--- src/rtl/sls_pkg.sv ---
// Shared types and constants for the size-limited range segmenter.
// No dependencies; used by every module in rtl/.
package sls_pkg;

    localparam int BYTES_W       = 64;
    localparam int LVL_W         = 8;
    localparam int IDX_W         = 5;
    localparam int PE_W          = 6;
    localparam int DEF_NUM_COSTS = 64;
    localparam int DEF_MAX_PARTS = 32;
    localparam int DEF_Q_DEPTH   = 4;

    // One emitted part.
    typedef struct packed {
        logic [IDX_W-1:0]   idx;
        logic [LVL_W-1:0]   first;
        logic [LVL_W-1:0]   final_lvl;
        logic [BYTES_W-1:0] bytes;
        logic               over;
    } part_rec_t;

    // Queue entry: the parts caused by one level (one or two).
    typedef struct packed {
        part_rec_t rec0;
        part_rec_t rec1;
        logic      two;
    } q_entry_t;

    typedef struct packed {
        logic     valid;
        q_entry_t entry;
    } q_push_t;

endpackage

--- src/rtl/sls_front.sv ---
// Front end: level size subtraction, then next-fit packing decision.
// Depends on sls_pkg; pushes finished parts into sls_queue.
module sls_front
    import sls_pkg::*;
#(
    parameter int NUM_COSTS = DEF_NUM_COSTS,
    parameter int MAX_PARTS = DEF_MAX_PARTS
)
(
    input  logic               clk,
    input  logic               rst_n,
    input  logic               advance,
    input  logic               in_valid,
    input  logic [BYTES_W-1:0] cumulative_bytes,
    input  logic [BYTES_W-1:0] part_limit,
    output q_push_t            push
);

    localparam logic [LVL_W-1:0] LastLvl = LVL_W'(NUM_COSTS - 1);
    localparam logic [PE_W-1:0]  CapVal  = PE_W'(MAX_PARTS);

    // stage 1: difference against previous total
    logic               s1_valid_reg;
    logic [BYTES_W-1:0] s1_size_reg;
    logic [LVL_W-1:0]   s1_level_reg;
    logic               s1_last_reg;
    logic [BYTES_W-1:0] prev_total_reg;
    logic [LVL_W-1:0]   level_reg;
    logic               in_last;

    assign in_last = (level_reg == LastLvl);

    always_ff @(posedge clk or negedge rst_n)
    begin
        if (!rst_n)
        begin
            s1_valid_reg   <= 1'b0;
            prev_total_reg <= '0;
            level_reg      <= '0;
        end
        else if (advance)
        begin
            s1_valid_reg <= in_valid;
            if (in_valid)
            begin
                prev_total_reg <= in_last ? '0 : cumulative_bytes;
                level_reg      <= in_last ? '0 : level_reg + 1'b1;
            end
        end
    end

    always_ff @(posedge clk)
    begin
        if (advance && in_valid)
        begin
            s1_size_reg  <= cumulative_bytes - prev_total_reg;
            s1_level_reg <= level_reg;
            s1_last_reg  <= in_last;
        end
    end

    // stage 2: packing state
    logic [LVL_W-1:0]   open_start_reg, open_start_next;
    logic [BYTES_W-1:0] open_bytes_reg, open_bytes_next;
    logic [PE_W-1:0]    parts_reg, parts_next;

    logic [BYTES_W:0]   sum;
    logic               big, over_sum, open_nz, open_over;
    part_rec_t          c0, c1;
    logic [1:0]         ncand, nacc;
    logic [PE_W-1:0]    pe_plus1;

    always_comb
    begin
        sum       = {1'b0, open_bytes_reg} + {1'b0, s1_size_reg};
        big       = s1_size_reg > part_limit;
        over_sum  = sum > {1'b0, part_limit};
        open_nz   = (open_bytes_reg != '0);
        open_over = open_bytes_reg > part_limit;
        pe_plus1  = parts_reg + 1'b1;

        c0 = '0;
        c1 = '0;
        c0.idx = parts_reg[IDX_W-1:0];
        c1.idx = pe_plus1[IDX_W-1:0];
        ncand  = 2'd0;
        open_start_next = open_start_reg;
        open_bytes_next = open_bytes_reg;

        // record of the currently open part, closed before this level
        if (big)
        begin
            if (open_nz)
            begin
                c0.first     = open_start_reg;
                c0.final_lvl = s1_level_reg - 1'b1;
                c0.bytes     = open_bytes_reg;
                c0.over      = open_over;
                c1.first     = s1_level_reg;
                c1.final_lvl = s1_level_reg;
                c1.bytes     = s1_size_reg;
                c1.over      = 1'b1;
                ncand        = 2'd2;
            end
            else
            begin
                c0.first     = s1_level_reg;
                c0.final_lvl = s1_level_reg;
                c0.bytes     = s1_size_reg;
                c0.over      = 1'b1;
                ncand        = 2'd1;
            end
            open_start_next = s1_level_reg + 1'b1;
            open_bytes_next = '0;
        end
        else if (over_sum && open_nz)
        begin
            c0.first        = open_start_reg;
            c0.final_lvl    = s1_level_reg - 1'b1;
            c0.bytes        = open_bytes_reg;
            c0.over         = open_over;
            ncand           = 2'd1;
            open_start_next = s1_level_reg;
            open_bytes_next = s1_size_reg;
        end
        else
        begin
            open_bytes_next = sum[BYTES_W-1:0];
        end

        // flush at the end of the run; the open part never exceeds the limit here
        if (s1_last_reg && (open_bytes_next != '0))
        begin
            if (ncand == 2'd0)
            begin
                c0.first     = open_start_next;
                c0.final_lvl = s1_level_reg;
                c0.bytes     = open_bytes_next;
                c0.over      = 1'b0;
                ncand        = 2'd1;
            end
            else
            begin
                c1.first     = open_start_next;
                c1.final_lvl = s1_level_reg;
                c1.bytes     = open_bytes_next;
                c1.over      = 1'b0;
                ncand        = 2'd2;
            end
        end

        // part cap
        if (ncand == 2'd0 || parts_reg >= CapVal)
            nacc = 2'd0;
        else if (ncand == 2'd2 && pe_plus1 >= CapVal)
            nacc = 2'd1;
        else
            nacc = ncand;

        parts_next = parts_reg + PE_W'(nacc);

        if (s1_last_reg)
        begin
            open_start_next = '0;
            open_bytes_next = '0;
            parts_next      = '0;
        end

        push.valid     = advance && s1_valid_reg && (nacc != 2'd0);
        push.entry.rec0 = c0;
        push.entry.rec1 = c1;
        push.entry.two  = (nacc == 2'd2);
    end

    always_ff @(posedge clk or negedge rst_n)
    begin
        if (!rst_n)
        begin
            open_start_reg <= '0;
            open_bytes_reg <= '0;
            parts_reg      <= '0;
        end
        else if (advance && s1_valid_reg)
        begin
            open_start_reg <= open_start_next;
            open_bytes_reg <= open_bytes_next;
            parts_reg      <= parts_next;
        end
    end

endmodule

--- src/rtl/sls_queue.sv ---
// Small register FIFO of part entries between front and back end.
// Depends on sls_pkg.
module sls_queue
    import sls_pkg::*;
#(
    parameter int DEPTH = DEF_Q_DEPTH
)
(
    input  logic     clk,
    input  logic     rst_n,
    input  q_push_t  push,
    input  logic     pop,
    output q_entry_t head,
    output logic     empty,
    output logic     full
);

    localparam int PW = (DEPTH > 1) ? $clog2(DEPTH) : 1;
    localparam int CW = $clog2(DEPTH + 1);
    localparam logic [PW-1:0] LastPtr = PW'(DEPTH - 1);

    q_entry_t        slots [DEPTH];
    logic [PW-1:0]   wr_ptr_reg, rd_ptr_reg;
    logic [CW-1:0]   count_reg;
    logic            do_push, do_pop;

    assign empty   = (count_reg == '0);
    assign full    = (count_reg == CW'(DEPTH));
    assign do_push = push.valid && !full;
    assign do_pop  = pop && !empty;
    assign head    = slots[rd_ptr_reg];

    always_ff @(posedge clk)
    begin
        if (do_push)
            slots[wr_ptr_reg] <= push.entry;
    end

    always_ff @(posedge clk or negedge rst_n)
    begin
        if (!rst_n)
        begin
            wr_ptr_reg <= '0;
            rd_ptr_reg <= '0;
            count_reg  <= '0;
        end
        else
        begin
            if (do_push)
                wr_ptr_reg <= (wr_ptr_reg == LastPtr) ? '0 : wr_ptr_reg + 1'b1;
            if (do_pop)
                rd_ptr_reg <= (rd_ptr_reg == LastPtr) ? '0 : rd_ptr_reg + 1'b1;
            if (do_push && !do_pop)
                count_reg <= count_reg + 1'b1;
            else if (do_pop && !do_push)
                count_reg <= count_reg - 1'b1;
        end
    end

endmodule

--- src/rtl/sls_back.sv ---
// Back end: walks the one or two parts of the head entry onto the output.
// Depends on sls_pkg; reads sls_queue head.
module sls_back
    import sls_pkg::*;
(
    input  logic               clk,
    input  logic               rst_n,
    input  q_entry_t           head,
    input  logic               empty,
    output logic               pop,
    output logic               out_valid,
    input  logic               out_stall,
    output logic [IDX_W-1:0]   part_index,
    output logic [LVL_W-1:0]   first_cost,
    output logic [LVL_W-1:0]   final_cost,
    output logic [BYTES_W-1:0] part_bytes,
    output logic               oversized,
    output logic               last_of_run
);

    logic      sel_reg;
    part_rec_t cur;
    logic      beat;

    assign cur         = sel_reg ? head.rec1 : head.rec0;
    assign out_valid   = !empty;
    assign beat        = out_valid && !out_stall;
    assign last_of_run = sel_reg || !head.two;
    assign pop         = beat && last_of_run;

    assign part_index = cur.idx;
    assign first_cost = cur.first;
    assign final_cost = cur.final_lvl;
    assign part_bytes = cur.bytes;
    assign oversized  = cur.over;

    always_ff @(posedge clk or negedge rst_n)
    begin
        if (!rst_n)
            sel_reg <= 1'b0;
        else if (beat)
            sel_reg <= !last_of_run;
    end

endmodule

--- src/rtl/size_limited_range_segmenter_core.sv ---
// Size-limited range segmenter, top level: part limit register, front, queue, back.
// A level's first part passes the stage-1 registers and a queue slot before out_valid
// rises for it. Throughput: one level per cycle while in_stall is low; the output
// moves one part per cycle while out_stall is low, a two-part level takes two output
// beats, and in_stall rises only while the queue is full.
// Reset (rst_n, async low): run state and queue cleared, part limit all ones.
module size_limited_range_segmenter_core
    import sls_pkg::*;
#(
    parameter int NUM_COSTS   = DEF_NUM_COSTS,
    parameter int MAX_PARTS   = DEF_MAX_PARTS,
    parameter int QUEUE_DEPTH = DEF_Q_DEPTH
)
(
    input  logic               clk,
    input  logic               rst_n,
    // config write channel
    input  logic               cfg_valid,
    output logic               cfg_ready,
    input  logic [BYTES_W-1:0] part_limit,
    // level totals in
    input  logic               in_valid,
    output logic               in_stall,
    input  logic [BYTES_W-1:0] cumulative_bytes,
    // parts out
    output logic               out_valid,
    input  logic               out_stall,
    output logic [IDX_W-1:0]   part_index,
    output logic [LVL_W-1:0]   first_cost,
    output logic [LVL_W-1:0]   final_cost,
    output logic [BYTES_W-1:0] part_bytes,
    output logic               oversized,
    output logic               last_of_run
);

    logic [BYTES_W-1:0] part_limit_reg;
    q_push_t            q_push;
    q_entry_t           q_head;
    logic               q_empty, q_full, q_pop;
    logic               advance;

    // Config beats are always taken.
    assign cfg_ready = 1'b1;

    always_ff @(posedge clk or negedge rst_n)
    begin
        if (!rst_n)
            part_limit_reg <= '1;
        else if (cfg_valid && cfg_ready)
            part_limit_reg <= part_limit;
    end

    // The whole front moves together; it halts only when the queue is full,
    // so a decision is never made without room to store its parts.
    assign advance  = !q_full;
    assign in_stall = q_full;

    sls_front #(
        .NUM_COSTS (NUM_COSTS),
        .MAX_PARTS (MAX_PARTS)
    ) u_front (
        .clk              (clk),
        .rst_n            (rst_n),
        .advance          (advance),
        .in_valid         (in_valid),
        .cumulative_bytes (cumulative_bytes),
        .part_limit       (part_limit_reg),
        .push             (q_push)
    );

    sls_queue #(
        .DEPTH (QUEUE_DEPTH)
    ) u_queue (
        .clk   (clk),
        .rst_n (rst_n),
        .push  (q_push),
        .pop   (q_pop),
        .head  (q_head),
        .empty (q_empty),
        .full  (q_full)
    );

    sls_back u_back (
        .clk         (clk),
        .rst_n       (rst_n),
        .head        (q_head),
        .empty       (q_empty),
        .pop         (q_pop),
        .out_valid   (out_valid),
        .out_stall   (out_stall),
        .part_index  (part_index),
        .first_cost  (first_cost),
        .final_cost  (final_cost),
        .part_bytes  (part_bytes),
        .oversized   (oversized),
        .last_of_run (last_of_run)
    );

    // No push may be lost to a full queue.
    a_no_overflow: assert property (@(posedge clk) disable iff (!rst_n)
        !(q_push.valid && q_full))
        else $error("part entry pushed into full queue");

    // The first part of a pair is always followed by its partner.
    a_pair_follows: assert property (@(posedge clk) disable iff (!rst_n)
        (out_valid && !out_stall && !last_of_run) |=> out_valid)
        else $error("second part of a level went missing");

    // Part numbers stay under the cap.
    a_index_cap: assert property (@(posedge clk) disable iff (!rst_n)
        out_valid |-> ({1'b0, part_index} < PE_W'(MAX_PARTS)))
        else $error("part index beyond part cap");

endmodule

--- config.mk ---
export PLATFORM = sky130hd
export DESIGN_NAME = size_limited_range_segmenter_core
export DESIGN_NICKNAME = d
export VERILOG_FILES = /design/src/rtl/sls_pkg.sv /design/src/rtl/sls_front.sv /design/src/rtl/sls_queue.sv /design/src/rtl/sls_back.sv /design/src/rtl/size_limited_range_segmenter_core.sv
export SDC_FILE = /design/constraint.sdc
export NUM_CORES = 2
export LEC_CHECK = 0
export BUFFER_PORTS_ARGS = -buffer_cell sky130_fd_sc_hd__buf_2
export CORE_ASPECT_RATIO = 0.8
export CORE_UTILIZATION = 50
export CTS_BUF_LIST = sky130_fd_sc_hd__clkbuf_8 sky130_fd_sc_hd__clkbuf_16
export CTS_CLUSTER_SIZE = 25
export DETAILED_ROUTE_END_ITERATION = 10
export PLACE_DENSITY = 0.67
export RECOVER_POWER = 50
export REMOVE_ABC_BUFFERS = 1
export SLEW_MARGIN = 20
export SYNTH_ARGS = -nofsm -noshare
export SYNTH_HDL_FRONTEND = slang
export SYNTH_SLANG_ARGS = --single-unit
--- constraint.sdc ---
create_clock -name clk -period 26.4 [get_ports clk]
set_clock_uncertainty 0.1 [all_clocks]
set_input_delay 1.32 -clock clk [delete_from_list [all_inputs] [get_ports clk]]
set_output_delay 1.32 -clock clk [all_outputs]
set_load 0.05 [all_outputs]
==> impl_results.md <==
* Share of final-layout standard cells stronger than drive strength 1 at 15.5%
* Sequence of cells on the critical path: inv_1 -> ha_1 -> nand4_1 -> nor4_1 -> nand2_1 -> nor2_1 -> o21a_1 -> o31ai_1 -> a311oi_1 -> or2_0 -> clkbuf_1 -> and2_0 -> clkbuf_1 -> a21oi_1 -> nand2_1 -> clkbuf_1 -> and3b_1 -> ha_1 -> a21oi_1 -> nor3b_1 -> nand3_1 -> xor2_1 -> a21oi_1
* Hold Path Class: reg -> reg
* First-pass GRT wire length at 235,000 um
* Die Y-Extent at 293 um
* Endpoints failing setup at 0
* Run status: complete, but fails checks
* Fraction of met2 tracks used by global routing at 40.0%
* # rows at 106
* Adder-Cell Fraction of Synth Area at 8.05%
* Clock Root Buffer: sky130_fd_sc_hd__clkbuf_16
* Nets at 4,875
* Stage delay of the slowest cell on the critical path at 2.68 ns
* DRC at 0
* RSZ-0062 raised after global routing: no
* Type of element capturing the critical path: flop
* Post-synthesis sequential element count at 988
* Avg Inst Size Synth at 12.4 um^2
* Synth Area in Compound Gates at 14.2%
* Critical Path AT at 15.62 ns
* Critical Path Source Type: flop
* Most congested layer reported by global routing: met1
* CTS tree: yes
* Violation count after the first detailed-route iteration at 4,821
* Number of detailed-routing iterations run before antenna repair at 7
* Average detailed-routed wire length per instance at 26.9 um
* Weighted congestion reported at the end of routability-driven placement at 1.09
* Met3 layer usage reported by global route at 5.96%
* GR met1 Demand/Resource at 47.3%
* Crit path max fanout at 55
* TritonCTS Sinks at 988
* Via count at 37,688
* I/O pin cnt at 223
* Number of CTS-inserted buffers at 97
* Share of the synthesized netlist area taken by xor and xnor gates at 1.91%
* Setup TNS at 0 ns
* Max Cap Viol at 18
* Critical Path Slowest Stage Cell: sky130_fd_sc_hd__clkbuf_1
* Max reg flops at 692
* Worst path required time at 26.91 ns
* Count of hold buffers inserted by post-cts repair at 0
* Timing-limited maximum frequency at 66.2 MHz
* Max-slew headroom at the worst pin at -399%
* Post-cts resize count at 0
* Fraction of registers with async set or reset after synthesis at 22.6%
* Post-synthesis simple-gate area fraction at 8.70%
* Unique cell type count in the Yosys netlist at 103
* Global-route usage over all layers at 29.6%
* Pin count of the biggest net entering global routing at 132
* Setup Buffers After CTS at 0
* Area added between synthesis and finish at 10.6%
* Detailed placement HPWL at 113,000 um
* Starting density of the core at 50.5%
* Critical path origin: part_limit_reg[31]$_DFFE_PN1P_
* Slew @ Worst Pin at 7.48 ns
* # H-tree levels at 3
* Area inside the core boundary at 0.105 mm^2
* Total cell area at the placement stage at 0.0553 mm^2
* Tmin final at 15.11 ns
* Violated checks: max-capacitance violations, max-slew violations
* Hold Crit Start: u_front.prev_total_reg[0]$_DFFE_PN0P_
* Number of antenna violations at the first check in global routing at 7
* Most flops, register: u_queue.slots
* Vias in the first global route at 35,646
* Hold Fails Final Rpt at 0
* Buffers on Ports at 221
* Sequential fraction of the synthesis area at 54.3%
* Total wirelength of the detailed-routed design at 159,000 um
* Netlist Area Pre-Place at 0.0528 mm^2
* Share of cell area taken by muxes after synthesis at 9.60%
* RR Startpoint: part_limit_reg[31]$_DFFE_PN1P_
* Antenna violation net count after detailed routing at 0
* Number of flops mapped to enable cells by yosys at 765
* Remaining global-route overflow at 0
* Die W at 365 um
* Start-to-end type of the worst setup path: reg -> reg
* Dominant combinational cell family by area after synthesis: compound AO/OA/AOI/OAI gates
* Cells after Synth at 4,245
* Die footprint at 0.107 mm^2
* Number of max-slew violations in the final report at 1,121
* Average via count per standard cell at 6.40
* Main synth FF type: sky130_fd_sc_hd__edfxtp_1
* Post-route fraction of the period consumed by the critical path at 57.2%
* Register clock-pin slew on the reported worst setup and hold paths at 0.07 ns
* Clk_lat worst skew at 0.70 ns
* Maximum clock path buffer count at 3
* Synth warnings at 0
* Post-route cell area at 0.0583 mm^2
[placed cells by master (no fill, tap or decap), types with 18 or more instances in the layout]
| cell type | n |
|---|---|
| sky130_fd_sc_hd__a22o_1 | 119 |
| sky130_fd_sc_hd__o21a_1 | 31 |
| sky130_fd_sc_hd__buf_2 | 130 |
| sky130_fd_sc_hd__a22oi_1 | 62 |
| sky130_fd_sc_hd__and3_1 | 25 |
| sky130_fd_sc_hd__clkbuf_1 | 106 |
| sky130_fd_sc_hd__nor4_1 | 47 |
| sky130_fd_sc_hd__xor2_1 | 41 |
| sky130_fd_sc_hd__clkbuf_16 | 97 |
| sky130_fd_sc_hd__xnor2_1 | 72 |
| sky130_fd_sc_hd__dfrtp_1 | 157 |
| sky130_fd_sc_hd__buf_4 | 23 |
| sky130_fd_sc_hd__o211ai_1 | 21 |
| sky130_fd_sc_hd__nand2b_1 | 23 |
| sky130_fd_sc_hd__o22ai_1 | 70 |
| sky130_fd_sc_hd__edfxtp_1 | 765 |
| sky130_fd_sc_hd__a211oi_1 | 29 |
| sky130_fd_sc_hd__dfstp_2 | 64 |
| sky130_fd_sc_hd__o21ai_0 | 252 |
| sky130_fd_sc_hd__a21oi_1 | 274 |
| sky130_fd_sc_hd__inv_1 | 260 |
| sky130_fd_sc_hd__and2_1 | 24 |
| sky130_fd_sc_hd__nand3_1 | 53 |
| sky130_fd_sc_hd__mux2_2 | 92 |
| sky130_fd_sc_hd__a31oi_1 | 24 |
| sky130_fd_sc_hd__ha_1 | 333 |
| sky130_fd_sc_hd__mux4_2 | 173 |
| sky130_fd_sc_hd__nor2b_1 | 35 |
| sky130_fd_sc_hd__nand4_1 | 71 |
| sky130_fd_sc_hd__nor2_1 | 151 |
| sky130_fd_sc_hd__o21bai_1 | 20 |
| sky130_fd_sc_hd__or3_1 | 20 |
| sky130_fd_sc_hd__a21o_1 | 92 |
| sky130_fd_sc_hd__clkinv_1 | 18 |
| sky130_fd_sc_hd__nor3_1 | 46 |
| sky130_fd_sc_hd__nand2_1 | 382 |
[logic make-up (layout without fill, tap and decap cells)]
group                      count (synthesis)  after routing
DFF                                      988            988
other                                      1              2
and+or+nand+nor                          951            951
adders and majority gates                337            337
AOI/OAI and AO/OA                       1134           1134
buffers and inverters                    443            685
xor gates and xnor gates                 114            114
muxes                                    277            277
[path summary, 6_finish.rpt]
check / slack (ns) / to / depth (start not counted)
max: 11.29 / u_front.parts_reg[5]$_DFFE_PN0P_ / 23
min: 0.39 / u_front.prev_total_reg[0]$_DFFE_PN0P_ / 2
max reg2reg: 11.29 / u_front.parts_reg[5]$_DFFE_PN0P_ / 23
min reg2reg: 0.39 / u_front.prev_total_reg[0]$_DFFE_PN0P_ / 2
max in group asynchronous: 14.31 / u_front.open_bytes_reg[9]$_DFFE_PN0P_ / 2
min in group asynchronous: 2.56 / u_front.prev_total_reg[59]$_DFFE_PN0P_ / 1
[metrics by stage]
step / worst slack [ns] / util (%) / instances / hold WS [ns]
5_1_grt: 11.15 / 55.8 / 5892 / 0.420
3_3_place_gp: 16.79 / 52.9 / 5710 / 0.365
4_1_cts: 16.58 / 56.0 / 5891 / 0.394
3_5_place_dp: 16.57 / 52.9 / 5710 / 0.379
6_report: 11.29 / 55.8 / 5892 / 0.391
2_1_floorplan: 12.57 / - / 4044 / 0.353
[cells in the mapped netlist, types with 36 or more instances]
library cell | number | area, um^2
sky130_fd_sc_hd__edfxtp_1 | 765 | 23000
sky130_fd_sc_hd__nand2_1 | 382 | 1430
sky130_fd_sc_hd__ha_1 | 333 | 4170
sky130_fd_sc_hd__a21oi_1 | 274 | 1370
sky130_fd_sc_hd__o21ai_0 | 250 | 1250
sky130_fd_sc_hd__inv_1 | 241 | 905
sky130_fd_sc_hd__mux4_2 | 173 | 3900
sky130_fd_sc_hd__dfrtp_1 | 159 | 3980
sky130_fd_sc_hd__nor2_1 | 153 | 574
sky130_fd_sc_hd__clkbuf_1 | 126 | 473
sky130_fd_sc_hd__a22o_1 | 119 | 1040
sky130_fd_sc_hd__a21o_1 | 92 | 691
sky130_fd_sc_hd__mux2_2 | 92 | 1040
sky130_fd_sc_hd__xnor2_1 | 72 | 631
sky130_fd_sc_hd__nand4_1 | 71 | 444
sky130_fd_sc_hd__o22ai_1 | 70 | 438
sky130_fd_sc_hd__dfstp_2 | 64 | 1680
sky130_fd_sc_hd__a22oi_1 | 62 | 465
sky130_fd_sc_hd__nand3_1 | 53 | 265
sky130_fd_sc_hd__nor4_1 | 50 | 313
sky130_fd_sc_hd__nor3_1 | 46 | 230
sky130_fd_sc_hd__buf_1 | 41 | 154
sky130_fd_sc_hd__xor2_1 | 41 | 359
sky130_fd_sc_hd__and2_1 | 36 | 225
[routing by layer]
metal / share of wire, % / routed length (um)
met1: 45 / 72000
met4: 3.2 / 5010
met5: 0.013 / 21
met3: 11 / 17000
met2: 41 / 64500
[critical path: cells and delay by family, from the launching register on]
| family | cells | cell delay [ns] |
|---|---|---|
| simple gates | 10 | 6.35 |
| buf+inv | 4 | 5.72 |
| compound gates | 6 | 1.52 |
| flops | 1 | 0.52 |
| fa+ha+maj | 2 | 0.52 |
| xor+xnor | 1 | 0.18 |
[final cells by class]
cell class / instances / area (um^2)
repair buffers: 262 / 1280
well taps: 1404 / 1760
diodes: 1 / 2.50
clock inverters: 80 / 808
clock buffers: 101 / 2480
flip-flops and latches: 988 / 28600
multi-input cells: 2814 / 22400
fillers: 8789 / 46200
inverters: 242 / 910
Power is left out: the tool's default activity adds up to more than one toggle a clock period on the data nets, which glitch-free logic cannot reach.
